$ cat src/hw/rtl/pib_pkg.sv
`timescale 1ns / 1ps
// ----------------------------------------------------------------------------
// pib_pkg
// Shared types and constants for the pinhole project / back-project unit.
// ----------------------------------------------------------------------------
package pib_pkg;

  localparam int FRAC_BITS  = 16;
  localparam int DATA_W     = 32;
  localparam int NUM_W      = 64;
  localparam int DIV_STAGES = NUM_W;
  localparam int CLAMP_W    = 41;
  localparam int SQ_W       = CLAMP_W + 1;
  localparam int SUM_W      = SQ_W + 1;
  localparam int ADDR_W     = 4;

  localparam logic [CLAMP_W-1:0] QCLAMP = CLAMP_W'(1) << (CLAMP_W - 1);
  localparam logic [DATA_W-1:0]  FOCAL_ONE = DATA_W'(1) << FRAC_BITS;

  // operation codes
  localparam logic OP_PROJECT = 1'b0;
  localparam logic OP_BACK    = 1'b1;

  // status codes
  localparam logic [1:0] ST_OK   = 2'd0;
  localparam logic [1:0] ST_ZDIV = 2'd1;
  localparam logic [1:0] ST_SAT  = 2'd2;

  // register indexes
  localparam logic [1:0] REG_FOCAL_X  = 2'd0;
  localparam logic [1:0] REG_FOCAL_Y  = 2'd1;
  localparam logic [1:0] REG_CENTER_X = 2'd2;
  localparam logic [1:0] REG_CENTER_Y = 2'd3;

  typedef struct packed {
    logic               operation;
    logic signed [31:0] coord_a;
    logic signed [31:0] coord_b;
    logic signed [31:0] coord_c;
  } in_t;

  typedef struct packed {
    logic signed [31:0] out_a;
    logic signed [31:0] out_b;
    logic signed [31:0] out_c;
    logic [1:0]         status;
  } out_t;

  typedef struct packed {
    logic [DATA_W-1:0] focal_x;
    logic [DATA_W-1:0] focal_y;
    logic [DATA_W-1:0] center_x;
    logic [DATA_W-1:0] center_y;
  } cfg_t;

  // per-transaction control that rides along the divider chain
  typedef struct packed {
    logic              op;
    logic              zero;
    logic              neg_a;
    logic              neg_b;
    logic [DATA_W-1:0] coord_c;
  } side_t;

  // one divider lane: numerator bits shift out as quotient bits shift in
  typedef struct packed {
    logic [NUM_W-1:0]  nq;
    logic [DATA_W-1:0] rem;
    logic [DATA_W-1:0] den;
  } div_t;

  typedef struct packed {
    logic  valid;
    side_t side;
    div_t  a;
    div_t  b;
  } stage_t;

endpackage

$ cat src/hw/rtl/pib_div_cell.sv
`timescale 1ns / 1ps
// ----------------------------------------------------------------------------
// pib_div_cell
// One restoring division step for both lanes; hands its result to the next cell.
// ----------------------------------------------------------------------------
module pib_div_cell (
  input  logic             clk,
  input  logic             rst_n,
  input  pib_pkg::stage_t  stage_in,
  output pib_pkg::stage_t  stage_out
);

  logic [32:0]     part_a;
  logic [32:0]     part_b;
  logic            ge_a;
  logic            ge_b;
  logic [32:0]     diff_a;
  logic [32:0]     diff_b;
  pib_pkg::stage_t st_r;

  // shift in the next numerator bit and try the subtract
  always_comb begin
    part_a = {stage_in.a.rem, stage_in.a.nq[pib_pkg::NUM_W-1]};
    part_b = {stage_in.b.rem, stage_in.b.nq[pib_pkg::NUM_W-1]};
    diff_a = part_a - {1'b0, stage_in.a.den};
    diff_b = part_b - {1'b0, stage_in.b.den};
    ge_a   = part_a >= {1'b0, stage_in.a.den};
    ge_b   = part_b >= {1'b0, stage_in.b.den};
  end

  always_ff @(posedge clk) begin
    if (!rst_n) begin
      st_r.valid <= 1'b0;
    end else begin
      st_r.valid <= stage_in.valid;
    end
  end

  always_ff @(posedge clk) begin
    st_r.side  <= stage_in.side;
    st_r.a.den <= stage_in.a.den;
    st_r.b.den <= stage_in.b.den;
    st_r.a.nq  <= {stage_in.a.nq[pib_pkg::NUM_W-2:0], ge_a};
    st_r.b.nq  <= {stage_in.b.nq[pib_pkg::NUM_W-2:0], ge_b};
    st_r.a.rem <= ge_a ? diff_a[31:0] : part_a[31:0];
    st_r.b.rem <= ge_b ? diff_b[31:0] : part_b[31:0];
  end

  assign stage_out = st_r;

endmodule

$ cat config.mk
export PLATFORM = sky130hd
export DESIGN_NAME = pib_div_cell
export DESIGN_NICKNAME = d
export VERILOG_FILES = /design/src/hw/rtl/pib_pkg.sv /design/src/hw/rtl/pib_div_cell.sv
export SDC_FILE = /design/constraint.sdc
export NUM_CORES = 1
export LEC_CHECK = 0
export BUFFER_PORTS_ARGS = -buffer_cell sky130_fd_sc_hd__buf_2
export CAP_MARGIN = 0
export CORE_AREA = 2 2 229 231
export DETAILED_ROUTE_END_ITERATION = 7
export DIE_AREA = 0 0 231 233
export GPL_TIMING_DRIVEN = 1
export PLACE_DENSITY = 0.47
export SETUP_SLACK_MARGIN = 0.2
export SYNTH_ARGS = -nofsm -noshare
export SYNTH_HDL_FRONTEND = slang
export SYNTH_SLANG_ARGS = --single-unit
export TNS_END_PERCENT = 30
$ cat constraint.sdc
create_clock -name clk -period 3.2 [get_ports clk]
set_clock_uncertainty 0.15 [all_clocks]
set_input_delay 0.16 -clock clk [delete_from_list [all_inputs] [get_ports clk]]
set_output_delay 0.16 -clock clk [all_outputs]
set_load 0.05 [all_outputs]
==> results.yml <==
logic_synthesis:
  synth.area.top_cells: "dfxtp_1 56%, ha_1 7.7%, a21oi_1 3.1%, inv_1 2.9%, mux2_4 2.9%"
  synth_top_family_by_area: "compound AO/OA/AOI/OAI gates"
  synth-main-ff-cell: "dfxtp_1"
  synth-compound-area-share_pct: 14.6
  synth-seq-area-share_pct: 56.5
  async_flop_share_pct: 0
  synthMuxAreaShare_pct: 3.51
  synthSimpleGateAreaFrac_pct: 8.68
  synth_xor_xnor_area_share_pct: 4.30
  ys_ff_latch: 293
  syn-cell-area_um2: 10400
  synth_cells: 969
  synth_top_cell_area_share_pct: 56.5
  ys_types: 65
  synth_most_common_cell: "dfxtp_1"
  yosys.area_share.adder_pct: 8.10
  synth_top_area_cell: "dfxtp_1"
  synth_edf_count: 0
  synth_commonest_cells: "293 x dfxtp_1, 81 x inv_1, 65 x a21oi_1, 65 x nand2_1, 64 x ha_1"
  synth.avg_cell_area_um2: 10.7
  synth_warnings: 0
  syn_nets: 1330
floorplan:
  die_h_um: 233
  coreArea_um2: 51100
  die_w_um: 231
  num_io_pins: 588
  rows: 83
  design.die.area_um2: 53800
  initial_core_util_pct: 20.3
placed_design:
  portBuffers: 587
  hpwl_um: 32200
  dpl_cell_area_um2: 14200
  place_congestion: 0.932
final_layout:
  num-nets-final: 2246
  fillers: 5133
  drive_gt1_share_pct: 37.9
  fin_area_um2: 18400
  largest_register_ffs: 293
  area_delta_synth_final_pct: 77.3
timing:
  timing.final.crit_share_pct: 94.3
  finalSetupViolCount: 0
  max_freq_mhz: 331
  hold_slack_ps: 90.4
  relSlewSlack_pct: 64.5
  fin_tns_setup_ps: 0
  rsz0062_at_grt: "yes"
  final.min_clock_period_ps: 3020
  hold_viol: 0
  worstMarginPinSlew_ps: 528
  maxSlewViolCount: 0
pwr:
  share_seq_of_total_power_pct: 36.3
  powerDensity_nw_per_um2: 609
  ir_drop_mv: 0.453
  switchingPower_mw: 3.78
  clock_power_share_pct: 35.8
  cellLeakagePower_nw: 8.93
  power_frac_comb_pct: 27.9
  p_int_mw: 7.42
  switching_share_pct: 33.8
grt:
  grt_max_degree: 33
  grt_pass1_wl_um: 61600
  grt_antenna_before_repair: 1
  grt_usage_pct: 14.9
  grt_pass1_vias: 10900
  overflow: 0
worst_setup_path:
  cp.required_ps: 3470
  crit_fanout: 6
  worstPathArrival_ps: 3290
  crit_path_end_kind: "flip-flop"
  criticalPathCategory: "in -> reg"
  cp_top_family: "simple AND/OR/NAND/NOR gates"
  cp_cell_sequence: "dlygate4sd3_1 -> buf_2 -> ha_1 -> and3_1 -> nand4_1 -> nor4_1 -> o21ai_0 -> a31oi_1 -> nor3_1 -> xnor2_1 -> mux2_4"
  cp-start-kind: "input port"
  critPathBufInv: 2
  max_stage_delay_ps: 540
  critical_path.slowest_cell: "dlygate4sd3_1"
clock_network:
  cts_buffers: 34
  cts_tree: "done"
  cts_sinks: 293
  htree_levels: 2
  cts_max_path_buffers: 3
  path_clk_slew_ps: 60
  root_buffer: "clkbuf_16"
outcome:
  status: "completed"
drt:
  dr.pass1.iters: 5
  viasPerCell: 4.06
  vias: 10500
  antenna_left: 0
  drtIter0Drc: 414
  wire_per_inst_um: 16.3
  routed_wl_um: 42300
  route.detailed.drc: 0
job:
  max_cap_violations: 0
min_path:
  hp-class: "in -> reg"
area by class of cell:
class	count	area (µm²)	area share, %
repair buffers	908	6100	33.2
flip-flops and latches	293	5870	31.9
multi-input cells	567	4130	22.4
clock buffers	40	903	4.91
well taps	680	851	4.62
inverters	81	304	1.65
clock inverters	21	249	1.35
diodes	2	5.00	0.0272
power groups by stage:
stage,Combinational [mW],Clock (mW),Sequential (mW)
after floorplan,0.801,0,5.31
final,3.12,4.01,4.07
after global routing,3.30,4.32,4.10
after detailed placement,2.81,0,4.15
after global placement,2.81,0,4.15
after CTS,3.11,4.16,4.07
kinds of logic after synthesis:
logic type      after synthesis
compound gates              238
flops                       293
simple gates                186
buf+inv                     109
xor+xnor                     51
mux                          26
fa+ha+maj                    66
layout by cell type (no fill, tap or decap), types with 5 or more instances in the layout:
cell,netlist,routed
a211oi_1,7,6
a21o_1,31,31
a21oi_1,65,61
a21oi_2,1,5
a31oi_1,11,11
and3_1,8,8
buf_2,5,587
buf_4,0,25
clkbuf_16,0,34
clkinv_2,0,7
dfxtp_1,293,293
dlygate4sd3_1,0,294
ha_1,64,63
inv_1,81,81
mux2_4,20,20
nand2_1,65,65
nand2b_1,7,7
nand3_1,15,15
nand4_1,12,12
nor2_1,35,35
nor2b_1,6,5
nor3_1,12,10
o211ai_1,6,6
o21a_1,8,8
o21ai_0,59,57
o21bai_1,10,10
xnor2_1,33,33
xor2_1,18,18
worst paths after layout:
check | start | to | slack (ps) | depth (start not counted)
max | stage_in[53] | stage_out[60] | 180 | 11
min | stage_in[134] | stage_out[166] | 90 | 5
stage by stage:
stage / util (%) / std cells / setup slack (ps) / power (mW)
floorplan: - / 969 / 486 / 6.11
global placement: 27.9 / 2234 / 189 / 6.96
detailed placement: 27.9 / 2234 / 10.8 / 6.95
CTS: 35.8 / 2586 / 213 / 11.3
global route: 36.0 / 2590 / 157 / 11.7
finish: 36.0 / 2592 / 183 / 11.2
layer usage:
metal / track usage (%) / wire length [µm] / vias to the layer above
li1: - / - / 5181
met1: 17.4 / 17300 / 4866
met2: 25.8 / 20400 / 411
met3: 4.67 / 3350 / 67
met4: 5.10 / 1220 / 2
met5: 0 / 13 / -
tightest hold or removal path, delay by kind of cell:
kind | cells | cell delay (ps)
buffers and inverters | 2 | 160
adder cells (fa/ha/maj) | 1 | 200
XOR/XNOR | 1 | 130
AO/OA/AOI/OAI | 1 | 70
what timing repair did:
action / 4_1_cts / 5_1_grt
endpoints found under the setup margin: 0 / 47
resized for setup: 0 / 16
endpoints found under the hold margin: 291 / 2
setup buffers: 0 / 1
hold buffers: 291 / 3
(Power assumes the default switching activity.)
