File: config.mk
export PLATFORM = sky130hd
export DESIGN_NAME = pib_back
export DESIGN_NICKNAME = d
export VERILOG_FILES = /design/src/hw/rtl/pib_pkg.sv /design/src/hw/rtl/pib_back.sv
export SDC_FILE = /design/constraint.sdc
export NUM_CORES = 1
export LEC_CHECK = 0
export ABC_AREA = 1
export BUFFER_PORTS_ARGS = -buffer_cell sky130_fd_sc_hd__buf_2
export CELL_PAD_IN_SITES_DETAIL_PLACEMENT = 1
export CELL_PAD_IN_SITES_GLOBAL_PLACEMENT = 2
export CORE_MARGIN = 2
export CORE_UTILIZATION = 24
export CTS_BUF_LIST = sky130_fd_sc_hd__clkbuf_8
export DETAILED_ROUTE_END_ITERATION = 10
export PLACE_DENSITY = 0.87
export SLEW_MARGIN = 20
export SYNTH_ARGS = -nofsm -noshare
export SYNTH_HDL_FRONTEND = slang
export SYNTH_SLANG_ARGS = --single-unit
File: constraint.sdc
create_clock -name clk -period 2.4 [get_ports clk]
set_clock_uncertainty 0.15 [all_clocks]
set_input_delay 0.24 -clock clk [delete_from_list [all_inputs] [get_ports clk]]
set_output_delay 0.24 -clock clk [all_outputs]
set_load 0.005 [all_outputs]
File: src/hw/rtl/pib_pkg.sv
`timescale 1ns / 1ps
// ----------------------------------------------------------------------------
// pib_pkg
// Shared types and constants for the pinhole project / back-project unit.
// ----------------------------------------------------------------------------
package pib_pkg;

  localparam int FRAC_BITS  = 16;
  localparam int DATA_W     = 32;
  localparam int NUM_W      = 64;
  localparam int DIV_STAGES = NUM_W;
  localparam int CLAMP_W    = 41;
  localparam int SQ_W       = CLAMP_W + 1;
  localparam int SUM_W      = SQ_W + 1;
  localparam int ADDR_W     = 4;

  localparam logic [CLAMP_W-1:0] QCLAMP = CLAMP_W'(1) << (CLAMP_W - 1);
  localparam logic [DATA_W-1:0]  FOCAL_ONE = DATA_W'(1) << FRAC_BITS;

  // operation codes
  localparam logic OP_PROJECT = 1'b0;
  localparam logic OP_BACK    = 1'b1;

  // status codes
  localparam logic [1:0] ST_OK   = 2'd0;
  localparam logic [1:0] ST_ZDIV = 2'd1;
  localparam logic [1:0] ST_SAT  = 2'd2;

  // register indexes
  localparam logic [1:0] REG_FOCAL_X  = 2'd0;
  localparam logic [1:0] REG_FOCAL_Y  = 2'd1;
  localparam logic [1:0] REG_CENTER_X = 2'd2;
  localparam logic [1:0] REG_CENTER_Y = 2'd3;

  typedef struct packed {
    logic               operation;
    logic signed [31:0] coord_a;
    logic signed [31:0] coord_b;
    logic signed [31:0] coord_c;
  } in_t;

  typedef struct packed {
    logic signed [31:0] out_a;
    logic signed [31:0] out_b;
    logic signed [31:0] out_c;
    logic [1:0]         status;
  } out_t;

  typedef struct packed {
    logic [DATA_W-1:0] focal_x;
    logic [DATA_W-1:0] focal_y;
    logic [DATA_W-1:0] center_x;
    logic [DATA_W-1:0] center_y;
  } cfg_t;

  // per-transaction control that rides along the divider chain
  typedef struct packed {
    logic              op;
    logic              zero;
    logic              neg_a;
    logic              neg_b;
    logic [DATA_W-1:0] coord_c;
  } side_t;

  // one divider lane: numerator bits shift out as quotient bits shift in
  typedef struct packed {
    logic [NUM_W-1:0]  nq;
    logic [DATA_W-1:0] rem;
    logic [DATA_W-1:0] den;
  } div_t;

  typedef struct packed {
    logic  valid;
    side_t side;
    div_t  a;
    div_t  b;
  } stage_t;

endpackage

File: src/hw/rtl/pib_back.sv
`timescale 1ns / 1ps
// ----------------------------------------------------------------------------
// pib_back
// Quotient clamp, sign, center offset and saturation into the result register.
// ----------------------------------------------------------------------------
module pib_back (
  input  logic             clk,
  input  logic             rst_n,
  input  pib_pkg::stage_t  stage_in,
  input  pib_pkg::cfg_t    cfg,
  output logic             out_valid,
  output pib_pkg::out_t    out_data
);

  logic [pib_pkg::CLAMP_W-1:0]      qa_c;
  logic [pib_pkg::CLAMP_W-1:0]      qb_c;
  logic                             v_r;
  pib_pkg::side_t                   side_r;
  logic signed [pib_pkg::SQ_W-1:0]  sqa_r;
  logic signed [pib_pkg::SQ_W-1:0]  sqb_r;

  logic signed [pib_pkg::SUM_W-1:0] sum_a;
  logic signed [pib_pkg::SUM_W-1:0] sum_b;
  logic [31:0]                      sat_a;
  logic [31:0]                      sat_b;
  logic                             ov_a;
  logic                             ov_b;
  logic                             ov_any;
  logic                             vo_r;
  pib_pkg::out_t                    res_r;

  // clamp quotient magnitudes far beyond the output range
  always_comb begin
    qa_c = (stage_in.a.nq > 64'(pib_pkg::QCLAMP)) ? pib_pkg::QCLAMP
                                                  : stage_in.a.nq[pib_pkg::CLAMP_W-1:0];
    qb_c = (stage_in.b.nq > 64'(pib_pkg::QCLAMP)) ? pib_pkg::QCLAMP
                                                  : stage_in.b.nq[pib_pkg::CLAMP_W-1:0];
  end

  always_ff @(posedge clk) begin
    if (!rst_n) begin
      v_r <= 1'b0;
    end else begin
      v_r <= stage_in.valid;
    end
  end

  // apply sign
  always_ff @(posedge clk) begin
    side_r <= stage_in.side;
    sqa_r  <= stage_in.side.neg_a ? -$signed({1'b0, qa_c}) : $signed({1'b0, qa_c});
    sqb_r  <= stage_in.side.neg_b ? -$signed({1'b0, qb_c}) : $signed({1'b0, qb_c});
  end

  // add center on project, then saturate to 32 bits
  always_comb begin
    sum_a = pib_pkg::SUM_W'(sqa_r);
    sum_b = pib_pkg::SUM_W'(sqb_r);
    if (side_r.op == pib_pkg::OP_PROJECT) begin
      sum_a = sum_a + $signed({{(pib_pkg::SUM_W-32){1'b0}}, cfg.center_x});
      sum_b = sum_b + $signed({{(pib_pkg::SUM_W-32){1'b0}}, cfg.center_y});
    end
    ov_a = 1'b1;
    ov_b = 1'b1;
    if (sum_a > $signed(pib_pkg::SUM_W'(32'sh7fffffff))) begin
      sat_a = 32'h7fffffff;
    end else if (sum_a < -$signed(pib_pkg::SUM_W'(64'h80000000))) begin
      sat_a = 32'h80000000;
    end else begin
      sat_a = sum_a[31:0];
      ov_a  = 1'b0;
    end
    if (sum_b > $signed(pib_pkg::SUM_W'(32'sh7fffffff))) begin
      sat_b = 32'h7fffffff;
    end else if (sum_b < -$signed(pib_pkg::SUM_W'(64'h80000000))) begin
      sat_b = 32'h80000000;
    end else begin
      sat_b = sum_b[31:0];
      ov_b  = 1'b0;
    end
    ov_any = ov_a | ov_b;
  end

  // result register
  always_ff @(posedge clk) begin
    if (!rst_n) begin
      vo_r <= 1'b0;
    end else begin
      vo_r <= v_r;
    end
  end

  always_ff @(posedge clk) begin
    if (side_r.zero) begin
      res_r.out_a  <= '0;
      res_r.out_b  <= '0;
      res_r.out_c  <= '0;
      res_r.status <= pib_pkg::ST_ZDIV;
    end else begin
      res_r.out_a  <= sat_a;
      res_r.out_b  <= sat_b;
      res_r.out_c  <= (side_r.op == pib_pkg::OP_BACK) ? side_r.coord_c : '0;
      res_r.status <= ov_any ? pib_pkg::ST_SAT : pib_pkg::ST_OK;
    end
  end

  assign out_valid = vo_r;
  assign out_data  = res_r;

endmodule

==> impl_metrics.csv, run 1 <==
group,metric,value,unit
synthesis,synth_area,15200,µm²
worst_setup_path,startpoint_type,"flip-flop",
timing,finalWorstSetupSlack,-591,ps
drt,routed_via_density,4.55,
floorplan,io_pins,522,
worst_setup_path,rrSetupSlack,-590,ps
timing,slew_headroom,57.6,%
cells_and_area,fill_cells,8041,
place,io_buffers,329,
global_route,grt_pass1_wl,111000,µm
clock_tree,clock-sinks,218,
global_route,use_met1,27.7,%
drt,vias,19400,
timing,hold_viol_final,0,
status,outcome,"finished with violations",
cells_and_area,final_util,40.5,%
global_route,met2_usage,36.2,%
pwr,leakagePower,13.3,nW
synthesis,ys_seq_elements,218,
synthesis,synth_ff_type,"dfxtp_1",
drt,detail-route-antenna-nets,0,
clock_tree,clkLatencyLatePin,640,ps
worst_setup_path,endpoint_kind,"flip-flop",
floorplan,start_util,24.2,%
pwr,vdd_drop_max,0.475,mV
clock_tree,root_buffer,"clkbuf_8",
synthesis,seq_area_frac_synth,28.6,%
cells_and_area,nets,3874,
place,placed_area,21100,µm²
drt,post_drt_wl_per_cell,17.1,µm
pwr,pwr_density_cell,386,nW/µm²
global_route,grt_util_met3,2.45,%
worst_setup_path,cp_data_arrival_time,3340,ps
place,dp_hpwl,53700,µm
timing,setup_violations,64,
clock_tree,htreeDepth,2,
clock_tree,cts-buffers-inserted,43,
global_route,grt_max_degree,46,
timing,holdWs,12.7,ps
timing,tightest_slew,636,ps
run,max_cap_violations,0,
global_route,grt_use_total,21.1,%
cells_and_area,syn2layout_area_growth,67.4,%
clock_tree,cts_tree,"done",
drt,wl,73100,µm
worst_setup_path,rr_endpoint,"out_data[77]$_SDFF_PP0_",
worst_setup_path,reg2reg_from,"sqa_r[10]$_DFF_P_",
synthesis,syn_inst,2498,
clock_tree,path_clk_slew,70,ps
clock_tree,cts_buffer_depth,3,
pwr,power.total,9.85,mW
global_route,antenna_found_initial,7,
floorplan,dieArea,65500,µm²
cells_and_area,drive_above_1_share,40.6,%
worst_setup_path,required,2750,ps
worst_setup_path,path_class,"reg -> reg",
timing,rsz0062_at_grt,"true",
place,gp_congestion,0.891,
worst_setup_path,reg2regPathDepth,19,
synthesis,synth_cell_types,52,
global_route,grt.busiest_layer,"met2",
synthesis,syn_avg_cell_area,6.10,µm²
synthesis,async_reset_ff_share,0,%
synthesis,yosysWarningCount,0,
worst_hold_path,hold_path_depth,5,
worst_hold_path,hp-class,"in -> reg",
drt,drc,0,
timing,maxSlewViolCount,0,
global_route,gr-total-overflow,0,
synthesis,synth_nets,2989,
drt,drt_iter0_markers,875,
synthesis,synth_edf_count,0,
floorplan,dieWidth,256,µm
worst_hold_path,hold_start,"stage_in[64]",
floorplan,coreArea,63000,µm²
cells_and_area,design_area,25500,µm²
worst_hold_path,min_to,"sqb_r[0]$_DFF_P_",
floorplan,rows,92,
global_route,first_global_vias,20200,
worst_setup_path,crit_fanout,3,
status,violations,"setup timing",
drt,drtPass1Iterations,5,
floorplan,die_h,256,µm
timing,fin_crit_sh,125,%
timing,fmax,0.334,GHz
timing,period_minus_slack,2990,ps
-- repair_timing --
| item | in CTS | in global routing |
|---|---|---|
| resized for setup | 210 | 279 |
| endpoints found under the hold margin | 77 | 2 |
| endpoints found under the setup margin | 64 | 99 |
| pin swaps | 36 | 105 |
| hold buffers | 78 | 2 |
| cloned | 9 | 4 |
| setup buffers | 27 | 10 |
-- worst max-delay path: stages (launching register included) --
cell and delay, ps:
dfxtp_2 350, ha_4 210, buf_6 120, nand2_4 100, inv_2 60, a21oi_4 140
inv_1 80, buf_4 130, buf_4 120, buf_4 120, buf_4 120, buf_4 120
buf_4 120, buf_4 120, buf_4 120, a21oi_2 160, xor2_1 270, a21oi_2 100
nand2_2 90, a21oi_2 60
-- through the flow --
step	TNS, ps	setup slack [ps]	std cells
2_1_floorplan	-667	-39.2	2498
3_3_place_gp	-48150	-561	4062
3_5_place_dp	-54280	-662	4062
4_1_cts	-27360	-518	4254
5_1_grt	-37870	-670	4267
6_report	-27110	-591	4267
-- worst max path at each step --
stage / from / endpoint / slack (ps) / cells past startpoint
5_1_grt: sqa_r[10]$_DFF_P_ / out_data[77]$_SDFF_PP0_ / -670 / 19
4_1_cts: sqb_r[0]$_DFF_P_ / out_data[42]$_SDFF_PP0_ / -520 / 20
3_3_place_gp: cfg[26] / out_data[42]$_SDFF_PP0_ / -560 / 18
3_5_place_dp: cfg[26] / out_data[42]$_SDFF_PP0_ / -660 / 18
6_report: sqa_r[10]$_DFF_P_ / out_data[77]$_SDFF_PP0_ / -590 / 19
2_1_floorplan: sqb_r[0]$_DFF_P_ / out_data[43]$_SDFF_PP0_ / -40 / 19
-- state kept, by name, summed over array words and instances, names as in the netlist --
signal / cells
side_r: 34
v_r: 1
sqb_r: 42
sqa_r: 42
out_valid: 1
out_data: 98
-- layout by cell type (no fill, tap or decap), types with 13 or more instances in the layout --
cell type | netlist | layout
xor2_1 | 48 | 48
nand3_1 | 112 | 89
dfxtp_1 | 218 | 186
buf_2 | 8 | 329
nor2_2 | 16 | 53
dlygate4sd3_1 | 0 | 77
inv_1 | 348 | 348
a31oi_1 | 13 | 13
dfxtp_2 | 0 | 26
nand2_2 | 15 | 125
buf_4 | 10 | 464
nand2_1 | 830 | 690
o21ai_0 | 105 | 96
nor2_1 | 310 | 247
clkbuf_8 | 0 | 56
nand3_2 | 11 | 27
inv_2 | 5 | 13
ha_4 | 0 | 60
nand3b_1 | 15 | 15
nand4_1 | 34 | 34
xnor2_1 | 18 | 18
nand2_4 | 3 | 31
nor2_4 | 0 | 26
a21oi_2 | 19 | 71
or2_2 | 21 | 21
o21ai_1 | 12 | 18
a21oi_1 | 137 | 83
-- synthesized netlist by cell type (5+ instances only) --
cell      number  area, µm²
o21ai_0      105        526
nand3_2       11        110
inv_1        348       1310
ha_1          66        826
nor2_1       310       1160
nor3_1        10       50.1
buf_2          8       40.0
xnor2_1       18        158
buf_4         10       75.1
or2_2         21        131
dfxtp_1      218       4360
o21ai_1       12       60.1
nor4_1         6       37.5
o21bai_1      11       82.6
xor2_1        48        420
nand4_1       34        213
nand2_1      830       3120
nand2_2       15       93.8
and3_1         6       37.5
a21oi_2       19        166
buf_6         11        124
inv_2          5       18.8
nand3_1      112        561
nand3b_1      15        113
a31oi_1       13       81.3
nor2_2        16        100
clkbuf_1      29        109
a21oi_1      137        686
-- logic make-up after synthesis --
kind of cell,synth area share (%)
buffers and inverters,11.1
DFF,28.6
adders and majority gates,5.68
AOI/OAI and AO/OA,12.4
and+or+nand+nor,38.4
xor gates and xnor gates,3.79
-- area by class of cell --
cell class	instances	area (µm²)	area share [%]
multi-input combinational	1865	11200	44.0
antenna	5	12.5	0.0491
clock inverter	22	211	0.829
sequential	218	4420	17.3
timing repair buffer	900	6470	25.4
clock buffer	56	771	3.02
tap	846	1060	4.15
inverter	355	1330	5.23
-- per-layer routing --
metal	part of all wire, %	vias up
li1	-	9612
met1	46	9283
met2	48	386
met3	3.3	124
met4	2.9	2
met5	0.016	-
-- report_power, final --
group	internal, mW	leakage (nW)	total (mW)	switching, mW
Sequential	3.74	1.81	3.81	0.0638
Combinational	0.816	11.0	1.70	0.884
Clock	2.53	0.541	4.34	1.81
Total	7.09	13.3	9.85	2.76
Note: power is estimated with default switching activity, not from simulation.
==> run 2: changes to the inputs <==
Settings changed: ABC_AREA 1 to 0, CORE_UTILIZATION 24 to 25, PLACE_DENSITY 0.87 to 0.86.
==> run 2 against run 1 <==
Net effect: the run still ends with setup timing left; critical path depth is 8 lower; critical path type is now in -> reg; non-clock buffer count is 126 higher; worst setup slack worse by 760 ps; hold slack better by 33 ps; sequential cell count stayed put; power is 2.2% lower; clock power is 12% lower; final cell count is 23% lower; sequential power hardly changed; synthesized area is 16% lower; sequential share of layout area is 0.90 points higher; fmax is 20% lower; largest cell class unchanged.
==> impl_metrics.csv, run 2 <==
group,metric,value,unit
status,outcome,"finished with violations",
status,violations,"setup timing",
drt,detail-route-antenna-nets,0,
synthesis,ys_top_cells_by_count,"dfxtp_1 (218), a21oi_1 (156), nand2_1 (138), nor2_1 (129), o21ai_0 (117)",
worst_setup_path,cp_data_arrival_time,4060,ps
synthesis,synth_area_leader_cell,"dfxtp_1",
synthesis,seq_area_frac_synth,34.2,%
global_route,gr-total-overflow,0,
drt,drt_iter0_markers,997,
clock_tree,clkLatencyLatePin,610,ps
clock_tree,clock-sinks,218,
cells_and_area,drive_above_1_share,51.1,%
clock_tree,cts_buffer_depth,3,
worst_hold_path,hold_start,"stage_in[64]",
run,max_cap_violations,0,
place,dp_hpwl,47900,µm
synthesis,syn_inst,1572,
global_route,grt_pass1_wl,108000,µm
timing,setup_tns,-116790,ps
clock_tree,root_buffer,"clkbuf_8",
clock_tree,cts-buffers-inserted,40,
cells_and_area,final_util,48.0,%
floorplan,dieWidth,230,µm
cells_and_area,syn2layout_area_growth,89.3,%
drt,routed_via_density,5.28,
synthesis,synth_cell_types,68,
pwr,p_switching,2.85,mW
global_route,first_global_vias,18400,
pwr,p_clk_share,39.7,%
worst_setup_path,path_class,"in -> reg",
place,io_buffers,329,
pwr,pwr-share-seq,39.5,%
cells_and_area,layout_commonest_cell,"buf_4",
floorplan,coreArea,50300,µm²
timing,fmax,0.267,GHz
floorplan,die_h,230,µm
pwr,leakagePower,10.6,nW
synthesis,async_reset_ff_share,0,%
synthesis,synth_nets,2063,
timing,setup_violations,125,
timing,fin_crit_sh,156,%
cells_and_area,largest_reg_flops,98,
pwr,pwr_density_cell,399,nW/µm²
global_route,grt_max_degree,81,
synthesis,synthTopCellsByArea,"dfxtp_1 (34%), ha_1 (6.5%), a21oi_1 (6.1%), xor2_1 (5.1%), o21ai_0 (4.6%)",
drt,wl,75800,µm
worst_setup_path,crit_fanout,3,
synthesis,ys_seq_elements,218,
clock_tree,cts_tree,"done",
synthesis,yosysWarningCount,0,
synthesis,synth_area,12700,µm²
place,dp_cells,2973,
synthesis,synth_top_area_share,34.2,%
worst_setup_path,crit_path_start,"stage_in[194]",
timing,period_minus_slack,3750,ps
floorplan,dieArea,52800,µm²
floorplan,io_pins,522,
drt,drtPass1Iterations,5,
worst_setup_path,rr_endpoint,"out_data[40]$_SDFF_PP0_",
cells_and_area,nets,3042,
worst_setup_path,endpoint_kind,"flip-flop",
pwr,power.total,9.63,mW
clock_tree,path_clk_slew,80,ps
timing,finalWorstSetupSlack,-1350,ps
pwr,switching_share,29.6,%
global_route,antenna_found_initial,18,
pwr,p_comb_share,20.8,%
timing,holdWs,45.8,ps
timing,slew_headroom,39.8,%
global_route,grt_use_total,26.2,%
timing,maxSlewViolCount,0,
synthesis,yosysMostFrequentCell,"dfxtp_1",
clock_tree,htreeDepth,2,
drt,drc,0,
synthesis,syn_avg_cell_area,8.11,µm²
drt,vias,17200,
worst_setup_path,reg2regPathDepth,16,
cells_and_area,mostFrequentLayoutCells,"buf_4 (509), buf_2 (325), dfxtp_1 (200)",
worst_setup_path,crit_path_end,"sqa_r[35]$_DFF_P_",
worst_setup_path,rrSetupSlack,-1250,ps
synthesis,synth_edf_count,0,
synthesis,synth_ff_type,"dfxtp_1",
floorplan,rows,82,
worst_hold_path,hp-class,"in -> reg",
worst_setup_path,required,2710,ps
place,gp_congestion,0.943,
worst_setup_path,startpoint_type,"input port",
drt,post_drt_wl_per_cell,23.2,µm
timing,rsz0062_at_grt,"true",
timing,tightest_slew,903,ps
floorplan,start_util,25.4,%
pwr,power.internal,6.78,mW
cells_and_area,finalNonFillerCells,3266,
worst_setup_path,reg2reg_from,"sqb_r[1]$_DFF_P_",
timing,hold_viol_final,0,
pwr,vdd_drop_max,0.345,mV
run 2: cell families after synthesis:
kind of cell,after synthesis,share of synthesized area [%]
buffers and inverters,113,3.34
xor gates and xnor gates,107,7.35
muxes,17,1.36
DFF,218,34.2
adders and majority gates,68,6.79
AOI/OAI and AO/OA,518,26.1
and+or+nand+nor,531,20.8
run 2: power by group through the flow:
stage          sequential (mW)  combinational, mW  clock, mW
3_5_place_dp              3.88               1.42          0
5_1_grt                   3.82               2.11       4.08
2_1_floorplan             3.88              0.546          0
4_1_cts                   3.80               1.85       3.82
3_3_place_gp              3.88               1.38          0
6_report                  3.81               2.00       3.82
run 2: cell type report:
class,count,area [µm²]
Clock buffer,49,674
Timing Repair Buffer,1026,7750
Multi-Input combinational cell,1243,10200
Fill cell,5888,26100
Tap cell,672,841
Inverter,22,90.1
Sequential cell,218,4400
Antenna cell,14,35.0
Clock inverter,22,159
run 2: metrics by stage:
step	cell area (µm²)	worst slack [ps]
2_1_floorplan	13300	-1820
3_3_place_gp	19100	-1900
3_5_place_dp	19100	-1970
4_1_cts	23100	-1250
5_1_grt	24100	-1380
6_report	24100	-1350
run 2: worst min path at each step:
| stage | slack [ps] | cells after the start | endpoint |
|---|---|---|---|
| floorplan | 120 | 0 | side_r[0]$_DFF_P_ |
| global placement | 190 | 1 | side_r[2]$_DFF_P_ |
| detailed placement | 190 | 1 | side_r[7]$_DFF_P_ |
| CTS | -90 | 5 | sqb_r[0]$_DFF_P_ |
| global route | 30 | 4 | sqa_r[12]$_DFF_P_ |
| finish | 50 | 6 | sqb_r[0]$_DFF_P_ |
run 2: critical path, stage by stage:
cell     delay [ps]
buf_6           100
or4_4           540
or4b_4          510
or4_4           450
or4b_4          530
or3_4           350
or3_4           350
or4_4           470
o31ai_4         200
xor2_1          230
nor2_1           90
run 2: what timing repair did:
action                                 in CTS  in global routing
hold buffers                              117                  0
endpoints found under the hold margin     118                  0
cloned                                     14                  0
resized for setup                         288                160
setup endpoints to repair                 120                132
setup buffers                              48                 45
pin swaps                                 108                 90
run 2: per-layer routing:
metal | up-vias | track usage, % | routed length (µm)
met5 | - | 0 | 27
met1 | 8472 | 31.8 | 31100
met4 | 4 | 12.0 | 3840
met3 | 243 | 5.58 | 4890
met2 | 705 | 44.3 | 35900
li1 | 7822 | - | -
